<file path="src/rtl/core/rti_pkg.sv">
// rti_pkg: shared widths, codes, the multiply-accumulate program and the
// command and status structs of the ray/triangle intersection block.
// It depends on nothing else.
package rti_pkg;

  localparam int CoordBits  = 32;
  localparam int TagBits    = 16;
  localparam int DistBits   = 32;
  localparam int CfgIdxBits = 8;
  localparam int EdgeBits   = CoordBits + 1;
  localparam int MulBits    = EdgeBits + 1;
  localparam int WideBits   = 108;
  localparam int DivBits    = WideBits + 16;
  localparam int CntBits    = $clog2(DivBits);
  localparam int PcBits     = 6;

  localparam logic [PcBits-1:0] PcSdetLast = 6'd8;
  localparam logic [PcBits-1:0] PcQvFirst  = 6'd9;
  localparam logic [PcBits-1:0] PcDenLast  = 6'd23;
  localparam logic [PcBits-1:0] PcUuFirst  = 6'd24;
  localparam logic [PcBits-1:0] PcVvLast   = 6'd29;
  localparam logic [PcBits-1:0] PcNumFirst = 6'd30;
  localparam logic [PcBits-1:0] PcNumLast  = 6'd32;

  typedef enum logic [CfgIdxBits-1:0] {
    REG_ORIGIN_X    = 8'd0,
    REG_ORIGIN_Y    = 8'd1,
    REG_ORIGIN_Z    = 8'd2,
    REG_DIRECTION_X = 8'd3,
    REG_DIRECTION_Y = 8'd4,
    REG_DIRECTION_Z = 8'd5,
    REG_NEAR_LIMIT  = 8'd6,
    REG_FAR_LIMIT   = 8'd7
  } cfg_reg_e;

  typedef enum logic [4:0] {
    A_EAB0, A_EAB1, A_EAB2, A_EAC0, A_EAC1, A_EAC2, A_TV0, A_TV1, A_TV2,
    A_DIR0, A_DIR1, A_DIR2, A_NRM0, A_NRM1, A_NRM2, A_PV0, A_PV1, A_PV2,
    A_QV0, A_QV1, A_QV2
  } a_sel_e;

  typedef enum logic [3:0] {
    B_EAB0, B_EAB1, B_EAB2, B_EAC0, B_EAC1, B_EAC2, B_TV0, B_TV1, B_TV2,
    B_DIR0, B_DIR1, B_DIR2
  } b_sel_e;

  typedef enum logic [3:0] {
    D_NONE, D_NRM0, D_NRM1, D_NRM2, D_PV0, D_PV1, D_PV2, D_QV0, D_QV1, D_QV2,
    D_SDET, D_DEN, D_UU, D_VV, D_NUM
  } dst_e;

  typedef enum logic [3:0] {
    ST_IDLE, ST_LOAD, ST_STEP, ST_WRITE, ST_SWAP, ST_CHK_DEN, ST_CHK_UV,
    ST_DIV_INIT, ST_DIV, ST_FINISH
  } ctrl_state_e;

  typedef struct packed {
    a_sel_e a_sel;
    b_sel_e b_sel;
    logic   sub;
    logic   first;
    dst_e   dst;
  } uop_t;

  typedef struct packed {
    logic accept;
    logic mac_load;
    logic mac_step;
    logic write;
    logic swap;
    logic div_init;
    logic div_step;
    logic finish;
    logic geom_ok;
    uop_t uop;
  } rti_cmd_t;

  typedef struct packed {
    logic sdet_pos;
    logic den_pos;
    logic uv_ok;
    logic out_free;
  } rti_status_t;

  typedef struct packed {
    logic                        command;
    logic                        new_ray;
    logic [TagBits-1:0]          tri_tag;
    logic signed [CoordBits-1:0] vertex_a_x;
    logic signed [CoordBits-1:0] vertex_a_y;
    logic signed [CoordBits-1:0] vertex_a_z;
    logic signed [CoordBits-1:0] vertex_b_x;
    logic signed [CoordBits-1:0] vertex_b_y;
    logic signed [CoordBits-1:0] vertex_b_z;
    logic signed [CoordBits-1:0] vertex_c_x;
    logic signed [CoordBits-1:0] vertex_c_y;
    logic signed [CoordBits-1:0] vertex_c_z;
  } rti_tri_t;

  function automatic uop_t mk(a_sel_e a, b_sel_e b, logic sub, logic first, dst_e d);
    uop_t u;
    u.a_sel = a;
    u.b_sel = b;
    u.sub   = sub;
    u.first = first;
    u.dst   = d;
    return u;
  endfunction

  // Cross products are two terms, dot products three; the last term of each
  // group names the register that takes the sum.
  function automatic uop_t uop_at(logic [PcBits-1:0] pc);
    uop_t u;
    case (pc)
      6'd0:  u = mk(A_EAB1, B_EAC2, 1'b0, 1'b1, D_NONE);
      6'd1:  u = mk(A_EAB2, B_EAC1, 1'b1, 1'b0, D_NRM0);
      6'd2:  u = mk(A_EAB2, B_EAC0, 1'b0, 1'b1, D_NONE);
      6'd3:  u = mk(A_EAB0, B_EAC2, 1'b1, 1'b0, D_NRM1);
      6'd4:  u = mk(A_EAB0, B_EAC1, 1'b0, 1'b1, D_NONE);
      6'd5:  u = mk(A_EAB1, B_EAC0, 1'b1, 1'b0, D_NRM2);
      6'd6:  u = mk(A_NRM0, B_DIR0, 1'b0, 1'b1, D_NONE);
      6'd7:  u = mk(A_NRM1, B_DIR1, 1'b0, 1'b0, D_NONE);
      6'd8:  u = mk(A_NRM2, B_DIR2, 1'b0, 1'b0, D_SDET);
      6'd9:  u = mk(A_TV1,  B_EAB2, 1'b0, 1'b1, D_NONE);
      6'd10: u = mk(A_TV2,  B_EAB1, 1'b1, 1'b0, D_QV0);
      6'd11: u = mk(A_TV2,  B_EAB0, 1'b0, 1'b1, D_NONE);
      6'd12: u = mk(A_TV0,  B_EAB2, 1'b1, 1'b0, D_QV1);
      6'd13: u = mk(A_TV0,  B_EAB1, 1'b0, 1'b1, D_NONE);
      6'd14: u = mk(A_TV1,  B_EAB0, 1'b1, 1'b0, D_QV2);
      6'd15: u = mk(A_DIR1, B_EAC2, 1'b0, 1'b1, D_NONE);
      6'd16: u = mk(A_DIR2, B_EAC1, 1'b1, 1'b0, D_PV0);
      6'd17: u = mk(A_DIR2, B_EAC0, 1'b0, 1'b1, D_NONE);
      6'd18: u = mk(A_DIR0, B_EAC2, 1'b1, 1'b0, D_PV1);
      6'd19: u = mk(A_DIR0, B_EAC1, 1'b0, 1'b1, D_NONE);
      6'd20: u = mk(A_DIR1, B_EAC0, 1'b1, 1'b0, D_PV2);
      6'd21: u = mk(A_PV0,  B_EAB0, 1'b0, 1'b1, D_NONE);
      6'd22: u = mk(A_PV1,  B_EAB1, 1'b0, 1'b0, D_NONE);
      6'd23: u = mk(A_PV2,  B_EAB2, 1'b0, 1'b0, D_DEN);
      6'd24: u = mk(A_PV0,  B_TV0,  1'b0, 1'b1, D_NONE);
      6'd25: u = mk(A_PV1,  B_TV1,  1'b0, 1'b0, D_NONE);
      6'd26: u = mk(A_PV2,  B_TV2,  1'b0, 1'b0, D_UU);
      6'd27: u = mk(A_QV0,  B_DIR0, 1'b0, 1'b1, D_NONE);
      6'd28: u = mk(A_QV1,  B_DIR1, 1'b0, 1'b0, D_NONE);
      6'd29: u = mk(A_QV2,  B_DIR2, 1'b0, 1'b0, D_VV);
      6'd30: u = mk(A_QV0,  B_EAC0, 1'b0, 1'b1, D_NONE);
      6'd31: u = mk(A_QV1,  B_EAC1, 1'b0, 1'b0, D_NONE);
      6'd32: u = mk(A_QV2,  B_EAC2, 1'b0, 1'b0, D_NUM);
      default: u = mk(A_EAB0, B_EAB0, 1'b0, 1'b1, D_NONE);
    endcase
    return u;
  endfunction

endpackage

</file>
<file path="src/rtl/core/rti_ctrl.sv">
// rti_ctrl: sequencer of the intersection test. It steps the shared
// multiply-accumulate unit through the program in rti_pkg, then the divider.
module rti_ctrl (
  input  logic                 clk_i,
  input  logic                 rst_ni,
  input  logic                 in_valid_i,
  output logic                 in_ready_o,
  input  rti_pkg::rti_status_t status_i,
  output rti_pkg::rti_cmd_t    cmd_o
);

  rti_pkg::ctrl_state_e              state_q, state_d;
  logic [rti_pkg::PcBits-1:0]        pc_q, pc_d;
  logic [rti_pkg::CntBits-1:0]       cnt_q, cnt_d;
  logic                              ok_q, ok_d;
  rti_pkg::uop_t                     uop;

  assign uop = rti_pkg::uop_at(pc_q);

  always_ff @(posedge clk_i or negedge rst_ni) begin
    if (!rst_ni) begin
      state_q <= rti_pkg::ST_IDLE;
      pc_q    <= '0;
      cnt_q   <= '0;
      ok_q    <= 1'b0;
    end else begin
      state_q <= state_d;
      pc_q    <= pc_d;
      cnt_q   <= cnt_d;
      ok_q    <= ok_d;
    end
  end

  always_comb begin
    state_d     = state_q;
    pc_d        = pc_q;
    cnt_d       = cnt_q;
    ok_d        = ok_q;
    in_ready_o  = 1'b0;
    cmd_o       = '0;
    cmd_o.uop   = uop;
    cmd_o.geom_ok = ok_q;
    case (state_q)
      rti_pkg::ST_IDLE: begin
        in_ready_o = 1'b1;
        if (in_valid_i) begin
          cmd_o.accept = 1'b1;
          pc_d    = '0;
          ok_d    = 1'b0;
          state_d = rti_pkg::ST_LOAD;
        end
      end
      rti_pkg::ST_LOAD: begin
        cmd_o.mac_load = 1'b1;
        cnt_d   = '0;
        state_d = rti_pkg::ST_STEP;
      end
      rti_pkg::ST_STEP: begin
        cmd_o.mac_step = 1'b1;
        cnt_d = cnt_q + 1'b1;
        if (cnt_q == rti_pkg::CntBits'(rti_pkg::MulBits - 1)) begin
          if (uop.dst != rti_pkg::D_NONE) begin
            state_d = rti_pkg::ST_WRITE;
          end else begin
            pc_d    = pc_q + 1'b1;
            state_d = rti_pkg::ST_LOAD;
          end
        end
      end
      rti_pkg::ST_WRITE: begin
        cmd_o.write = 1'b1;
        pc_d = pc_q + 1'b1;
        if (pc_q == rti_pkg::PcSdetLast) begin
          state_d = rti_pkg::ST_SWAP;
        end else if (pc_q == rti_pkg::PcDenLast) begin
          state_d = rti_pkg::ST_CHK_DEN;
        end else if (pc_q == rti_pkg::PcVvLast) begin
          state_d = rti_pkg::ST_CHK_UV;
        end else if (pc_q == rti_pkg::PcNumLast) begin
          state_d = rti_pkg::ST_DIV_INIT;
        end else begin
          state_d = rti_pkg::ST_LOAD;
        end
      end
      rti_pkg::ST_SWAP: begin
        cmd_o.swap = status_i.sdet_pos;
        pc_d    = rti_pkg::PcQvFirst;
        state_d = rti_pkg::ST_LOAD;
      end
      rti_pkg::ST_CHK_DEN: begin
        pc_d    = rti_pkg::PcUuFirst;
        state_d = status_i.den_pos ? rti_pkg::ST_LOAD : rti_pkg::ST_FINISH;
      end
      rti_pkg::ST_CHK_UV: begin
        pc_d    = rti_pkg::PcNumFirst;
        state_d = status_i.uv_ok ? rti_pkg::ST_LOAD : rti_pkg::ST_FINISH;
      end
      rti_pkg::ST_DIV_INIT: begin
        cmd_o.div_init = 1'b1;
        cnt_d   = '0;
        state_d = rti_pkg::ST_DIV;
      end
      rti_pkg::ST_DIV: begin
        cmd_o.div_step = 1'b1;
        cnt_d = cnt_q + 1'b1;
        if (cnt_q == rti_pkg::CntBits'(rti_pkg::DivBits - 1)) begin
          ok_d    = 1'b1;
          state_d = rti_pkg::ST_FINISH;
        end
      end
      rti_pkg::ST_FINISH: begin
        if (status_i.out_free) begin
          cmd_o.finish = 1'b1;
          state_d = rti_pkg::ST_IDLE;
        end
      end
      default: state_d = rti_pkg::ST_IDLE;
    endcase
  end

endmodule

</file>
<file path="config.mk">
export PLATFORM = sky130hd
export DESIGN_NAME = rti_ctrl
export DESIGN_NICKNAME = d
export VERILOG_FILES = /design/src/rtl/core/rti_pkg.sv /design/src/rtl/core/rti_ctrl.sv
export SDC_FILE = /design/constraint.sdc
export NUM_CORES = 1
export LEC_CHECK = 0
export BUFFER_PORTS_ARGS = -buffer_cell sky130_fd_sc_hd__buf_2
export CAP_MARGIN = 25
export CORE_MARGIN = 4
export CORE_UTILIZATION = 50
export DETAILED_ROUTE_END_ITERATION = 12
export PLACE_DENSITY_LB_ADDON = 0.3
export RECOVER_POWER = 100
export SYNTH_ARGS = -nofsm -noshare
export SYNTH_HDL_FRONTEND = slang
export SYNTH_SLANG_ARGS = --single-unit
</file>
<file path="constraint.sdc">
create_clock -name clk_i -period 4 [get_ports clk_i]
set_input_delay 0.2 -clock clk_i [delete_from_list [all_inputs] [get_ports clk_i]]
set_output_delay 0.2 -clock clk_i [all_outputs]
set_load 0.005 [all_outputs]
</file>
Yosys cells after proc, flatten, opt, wreduce, memory -nomap -nowiden
Memory sizes are Yosys's and may differ from the RTL's.
Cells that the tools add are included.

word-level totals
  bits of input ports = 7
  register bits after elaboration = 18
  bits in read-only memories = 960
  logic and storage cells = 68
  memories = 1
  output and inout bits = 25

memory list
  memory           words  width  rd ports  clocked after memory_dff  wr ports  line            text
  (no name shown)  64     15     1         0                         0         rti_pkg.sv:114  case (pc)

cells by class
  equality and inequality tests = 20
  mux-type cells = 31
  reductions and logical operators = 10
  add/subtract/negate cells = 2

operators with widths
  cell                                                 count
  case mux 4 bit (10 select lines)                     1
  two-way mux 4 bit                                    9
  case mux 6 bit (6 select lines)                      1
  two-way mux 6 bit                                    3
  equality test 4 x 3 -> 1 bit, second input constant  4
  case mux 7 bit (2 select lines)                      1
  two-way mux 1 bit                                    13
  equality test 6 x 5 -> 1 bit, second input constant  2
  inequality test 2 bit, second input constant         5
  equality test 4 x 2 -> 1 bit, second input constant  2
  equality test 4 bit, second input constant           2
  AND reduction 4 bit                                  2
  adder 7 x 1 -> 7 bit, second input constant          1
  equality test 7 x 6 -> 1 bit, second input constant  1
  equality test 7 bit, second input constant           1
  adder 6 x 1 -> 6 bit, second input constant          1
  equality test 6 x 4 -> 1 bit, second input constant  1
  equality test 6 bit, second input constant           1
  nonzero test 6 bit                                   1
  equality test 4 x 1 -> 1 bit, second input constant  1
  zero test 4 bit                                      1
  nonzero test 2 bit                                   2
  nonzero test 4 bit                                   1
  OR reduction 2 bit                                   2
  other kinds (4)                                      4

Depth between registers and ports, before layout
  word-level depth = 6
  depth in mapped cells = 11
  gate-level depth less buffers = 8

Worst setup path before layout
No wires, ideal clock.

  path type = register to register
  from = register pc_q[0] (netlist bit)
  to = register pc_q[0] (netlist bit)
  setup time = 0.125 ns
  buffers on the path = 2
  slack = 1.145 ns
  arrival time = 2.729 ns
  data required time = 3.875 ns
  period minus slack after synthesis = 2.855 ns
  stages on the path, launching flop included = 11
  path through = dfrtp_1 > clkbuf_1 > inv_1 > ha_1 > or4bb_1 > a21oi_1 > a211oi_2 > a31oi_2 > or2_1 > buf_6 > mux2_4

between the ends
  word-level cells in the longest chain between the ends = 4
  elaborated cells between the ends (all ways) = 8
  classes of those cells = add/sub (1); eq/ne (1); mux (3); reduce/logical (2); memory (1)

ends and longest elaborated chain
  element                                                                           line            text
  start, declared                                                                   rti_ctrl.sv:13  logic [rti_pkg::PcBits-1:0] pc_q, pc_d;
  start signal, assigned                                                            rti_ctrl.sv:28  pc_q <= pc_d;
  memory read (64 x 15 bit) or adder 6 x 1 -> 6 bit (tied branches)                 --
  nonzero test 4 bit or two-way mux 6 bit (tied branches)                           rti_ctrl.sv:62  if (uop.dst != rti_pkg::D_NONE) begin
  inequality test 2 bit (no line) or two-way mux 6 bit (tied branches)              --
  AND reduction 4 bit (no line) or case mux 6 bit (6 select lines) (tied branches)  --

Parallel ways exist; a longest one is shown, timed or not. The select of a mux whose other input is x is not followed.
A chain may end at the register's enable or synchronous reset.

Worst setup path after layout
  from = register pc_q[3] (netlist bit)
  to = register pc_q[0] (netlist bit)

between the ends
  word-level cells in the longest chain between the ends = 4

ends and longest elaborated chain
  element                          line
  memory read (64 x 15 bit)        --
  nonzero test 4 bit               rti_ctrl.sv:62
  inequality test 2 bit (no line)  --
  AND reduction 4 bit (no line)    --

Every way passes these cells.

==> qor.yml <==
grt:
  grt_max_degree: 37
  grt_pass1_wl_um: 9570
  antenna_found_initial: 0
  overflow: 0
  track_usage_pct: 21.3
  grt_pass1_vias: 1965
sta:
  whs_ns: 0.259
  setup-tns-final_ns: 0
  relSlewSlack_pct: 31.3
  worst_pin_slew_ns: 1.03
  period_needed_ns: 3.23
  max_freq_ghz: 0.310
  hold_viol: 0
  skew_ns: 0.00730
  finalSetupViolations: 0
  rsz0062_at_grt: "false"
  fin_crit_sh_pct: 80.6
  finalMaxSlewViolations: 0
setup_path:
  timing.rr.end: "pc_q[0]"
  crit_required_ns: 4.14
  path_cells: "clkbuf_1 -> or3_1 -> o22ai_1 -> a211oi_1 -> a31oi_1 -> or2_0 -> mux2_1"
  rr_worst_depth: 7
  start_kind: "register"
  crit_slowest_cell: "dfrtp_1"
  worst_setup_path_end_kind: "register"
  cpLargestDelayFamily: "flip-flops"
  critPathArrivalTime_ns: 3.36
  criticalPathCategory: "reg2reg"
  path_max_fanout: 27
  ff2ff_setup_slack_ns: 0.77
  slowest_delay_ns: 0.88
  critical_path_buf_inv_count: 1
  r2r_start: "pc_q[3]"
floorplanning:
  ios: 32
  die_area_um2: 5680
  num_rows: 24
  fp.coreArea_um2: 4380
  start_util_pct: 51.8
  die_w_um: 75.4
  die_h_um: 75.4
cts:
  clkSinkCount: 18
  cts_root_buffer: "clkbuf_8"
  cts_buffers: 3
  clock_latency_ns: 0.26
  htreeDepth: 1
  clock_path_buffers: 2
  post-cts-setup-buffers: 0
  cts_tree: "yes"
  clkTransAtPathRegs_ns: 0.07
hold_path:
  min_from: "status_i[0]"
  hold_depth: 3
  hp-class: "in2reg"
  min_to: "state_q[0]"
logic_synthesis:
  ys.warnings.count: 0
  synth-edff-count: 0
  ys_seq_area_share_pct: 19.8
  syn_area_per_cell_um2: 7.14
  async_flop_share_pct: 100
  ys_types: 54
  synth_ff_type: "dfrtp_1"
  synth_area_um2: 2270
  ys_ff_latch: 18
  synth_nets: 342
  synthCells: 318
pwr:
  peakVddDrop_mv: 0.241
  power.total_w: 0.00129
  p_leak_nw: 1.04
  power.density_nw_per_um2: 534
place:
  place_inst: 377
  dp_hpwl_um: 4310
  place_congestion: 0.916
  port_buffers: 31
  placed_area_um2: 2390
status:
  outcome: "complete, no violations"
detailed_routing:
  drc: 0
  first_pass_iters: 5
  via_count: 2343
  vias_per_cell: 6.15
  antenna_left: 0
  drt_iter0_drc: 286
  routed_wl_um: 5970
  wire_per_inst_um: 15.7
layout:
  final_cells: 381
  drive_gt1_share_pct: 8.21
  area_growth_pct: 5.95
  fillers: 428
  n_antenna_cell: 0
  nets: 355
  design_area_um2: 2400
  multi_input_area_um2: 1630
  final_cell_mix: "nor2_1, nand2_1, a21oi_1"
  seqCellArea_um2: 450
  final_common_cell: "nor2_1"
flow_run:
  drv_cap: 0
-- layer usage --
layer	vias to the layer above	part of all wire [%]	track usage, %
li1	1165	-	-
met1	1095	49	32.5
met2	70	45	30.2
met3	13	5.4	4.09
met4	0	1.5	5.83
met5	-	0	0
-- repair_timing --
item	4_1_cts	5_1_grt
endpoints found under the hold margin	18	0
endpoints found under the setup margin	0	0
resized for setup	0	0
hold buffers	1	0
-- cell type report --
class	count	share of cell area, %
Inverter	14	2.19
Tap cell	52	2.71
Clock buffer	3	1.72
Multi-Input combinational cell	259	67.6
Timing Repair Buffer	35	7.02
Sequential cell	18	18.7
-- worst max path at each step --
stage	from	end	slack [ns]	depth (start not counted)
after floorplan	pc_q[0]	pc_q[0]	1.15	10
after global placement	pc_q[1]	pc_q[0]	1.10	8
after detailed placement	pc_q[1]	pc_q[4]	1.05	8
after CTS	pc_q[1]	pc_q[0]	1.04	8
after global routing	pc_q[2]	pc_q[4]	0.50	8
final	pc_q[3]	pc_q[0]	0.77	7
-- sequential cells by signal (all words and copies together), names as in the netlist --
name     count
ok_q         1
cnt_q        7
pc_q         6
state_q      4
-- per-stage QoR --
stage          util (%)  worst slack (ns)
2_1_floorplan         -              1.15
3_3_place_gp       54.5              1.10
3_5_place_dp       54.5              1.05
4_1_cts            55.7              1.04
5_1_grt            54.9             0.500
6_report           54.9             0.774
-- synthesized netlist by cell type, drive strengths merged, types with 2 or more instances --
cell type / number / area (µm²)
nor3b: 3 / 22.5
a21boi: 3 / 22.5
nand2: 27 / 101
inv: 14 / 52.6
clkbuf: 17 / 63.8
a21o: 3 / 22.5
nor2b: 15 / 93.8
nor3: 8 / 40.0
and3: 2 / 12.5
a31oi: 8 / 56.3
a21oi: 25 / 125
nand3: 13 / 65.1
buf: 10 / 57.6
or3: 2 / 12.5
mux2: 2 / 30.0
ha: 17 / 213
a211oi: 5 / 42.5
or4bb: 2 / 22.5
and2: 4 / 25.0
o21a: 2 / 15.0
dfrtp: 18 / 450
xor2: 5 / 43.8
o22ai: 8 / 50.1
o31ai: 5 / 37.5
o21ai: 26 / 130
nand4: 4 / 25.0
o211ai: 4 / 30.0
nand2b: 12 / 75.1
o221a: 2 / 22.5
or2: 5 / 31.3
nor2: 29 / 109
o21bai: 2 / 15.0
o311ai: 3 / 26.3
a311oi: 3 / 26.3
-- report_power, final --
| part | switching [W] | total (W) | internal, W |
|---|---|---|---|
| Clock | 0.0000629 | 0.000130 | 0.0000671 |
| Combinational | 0.000472 | 0.000817 | 0.000344 |
| Sequential | 0.000124 | 0.000339 | 0.000214 |
-- worst reg2reg max path, delay by kind of cell, from the launching register on --
family / cells / cell delay [ns]
flops: 1 / 0.88
mux: 1 / 0.36
simple gates: 2 / 0.60
compound gates: 3 / 0.64
buf+inv: 1 / 0.62
-- cells by family (layout without fill, tap and decap cells) --
kind of cell / count (synthesis) / after routing / synth area share [%]
multiplexers: 4 / 4 / 2.76
AO/OA/AOI/OAI: 100 / 100 / 27.8
buffers and inverters: 41 / 52 / 7.66
flip-flops: 18 / 18 / 19.8
AND/OR/NAND/NOR: 132 / 132 / 30.3
adder cells (fa/ha/maj): 17 / 17 / 9.37
XOR/XNOR: 6 / 6 / 2.32
No activity file was read; power rests on OpenSTA's default activity.
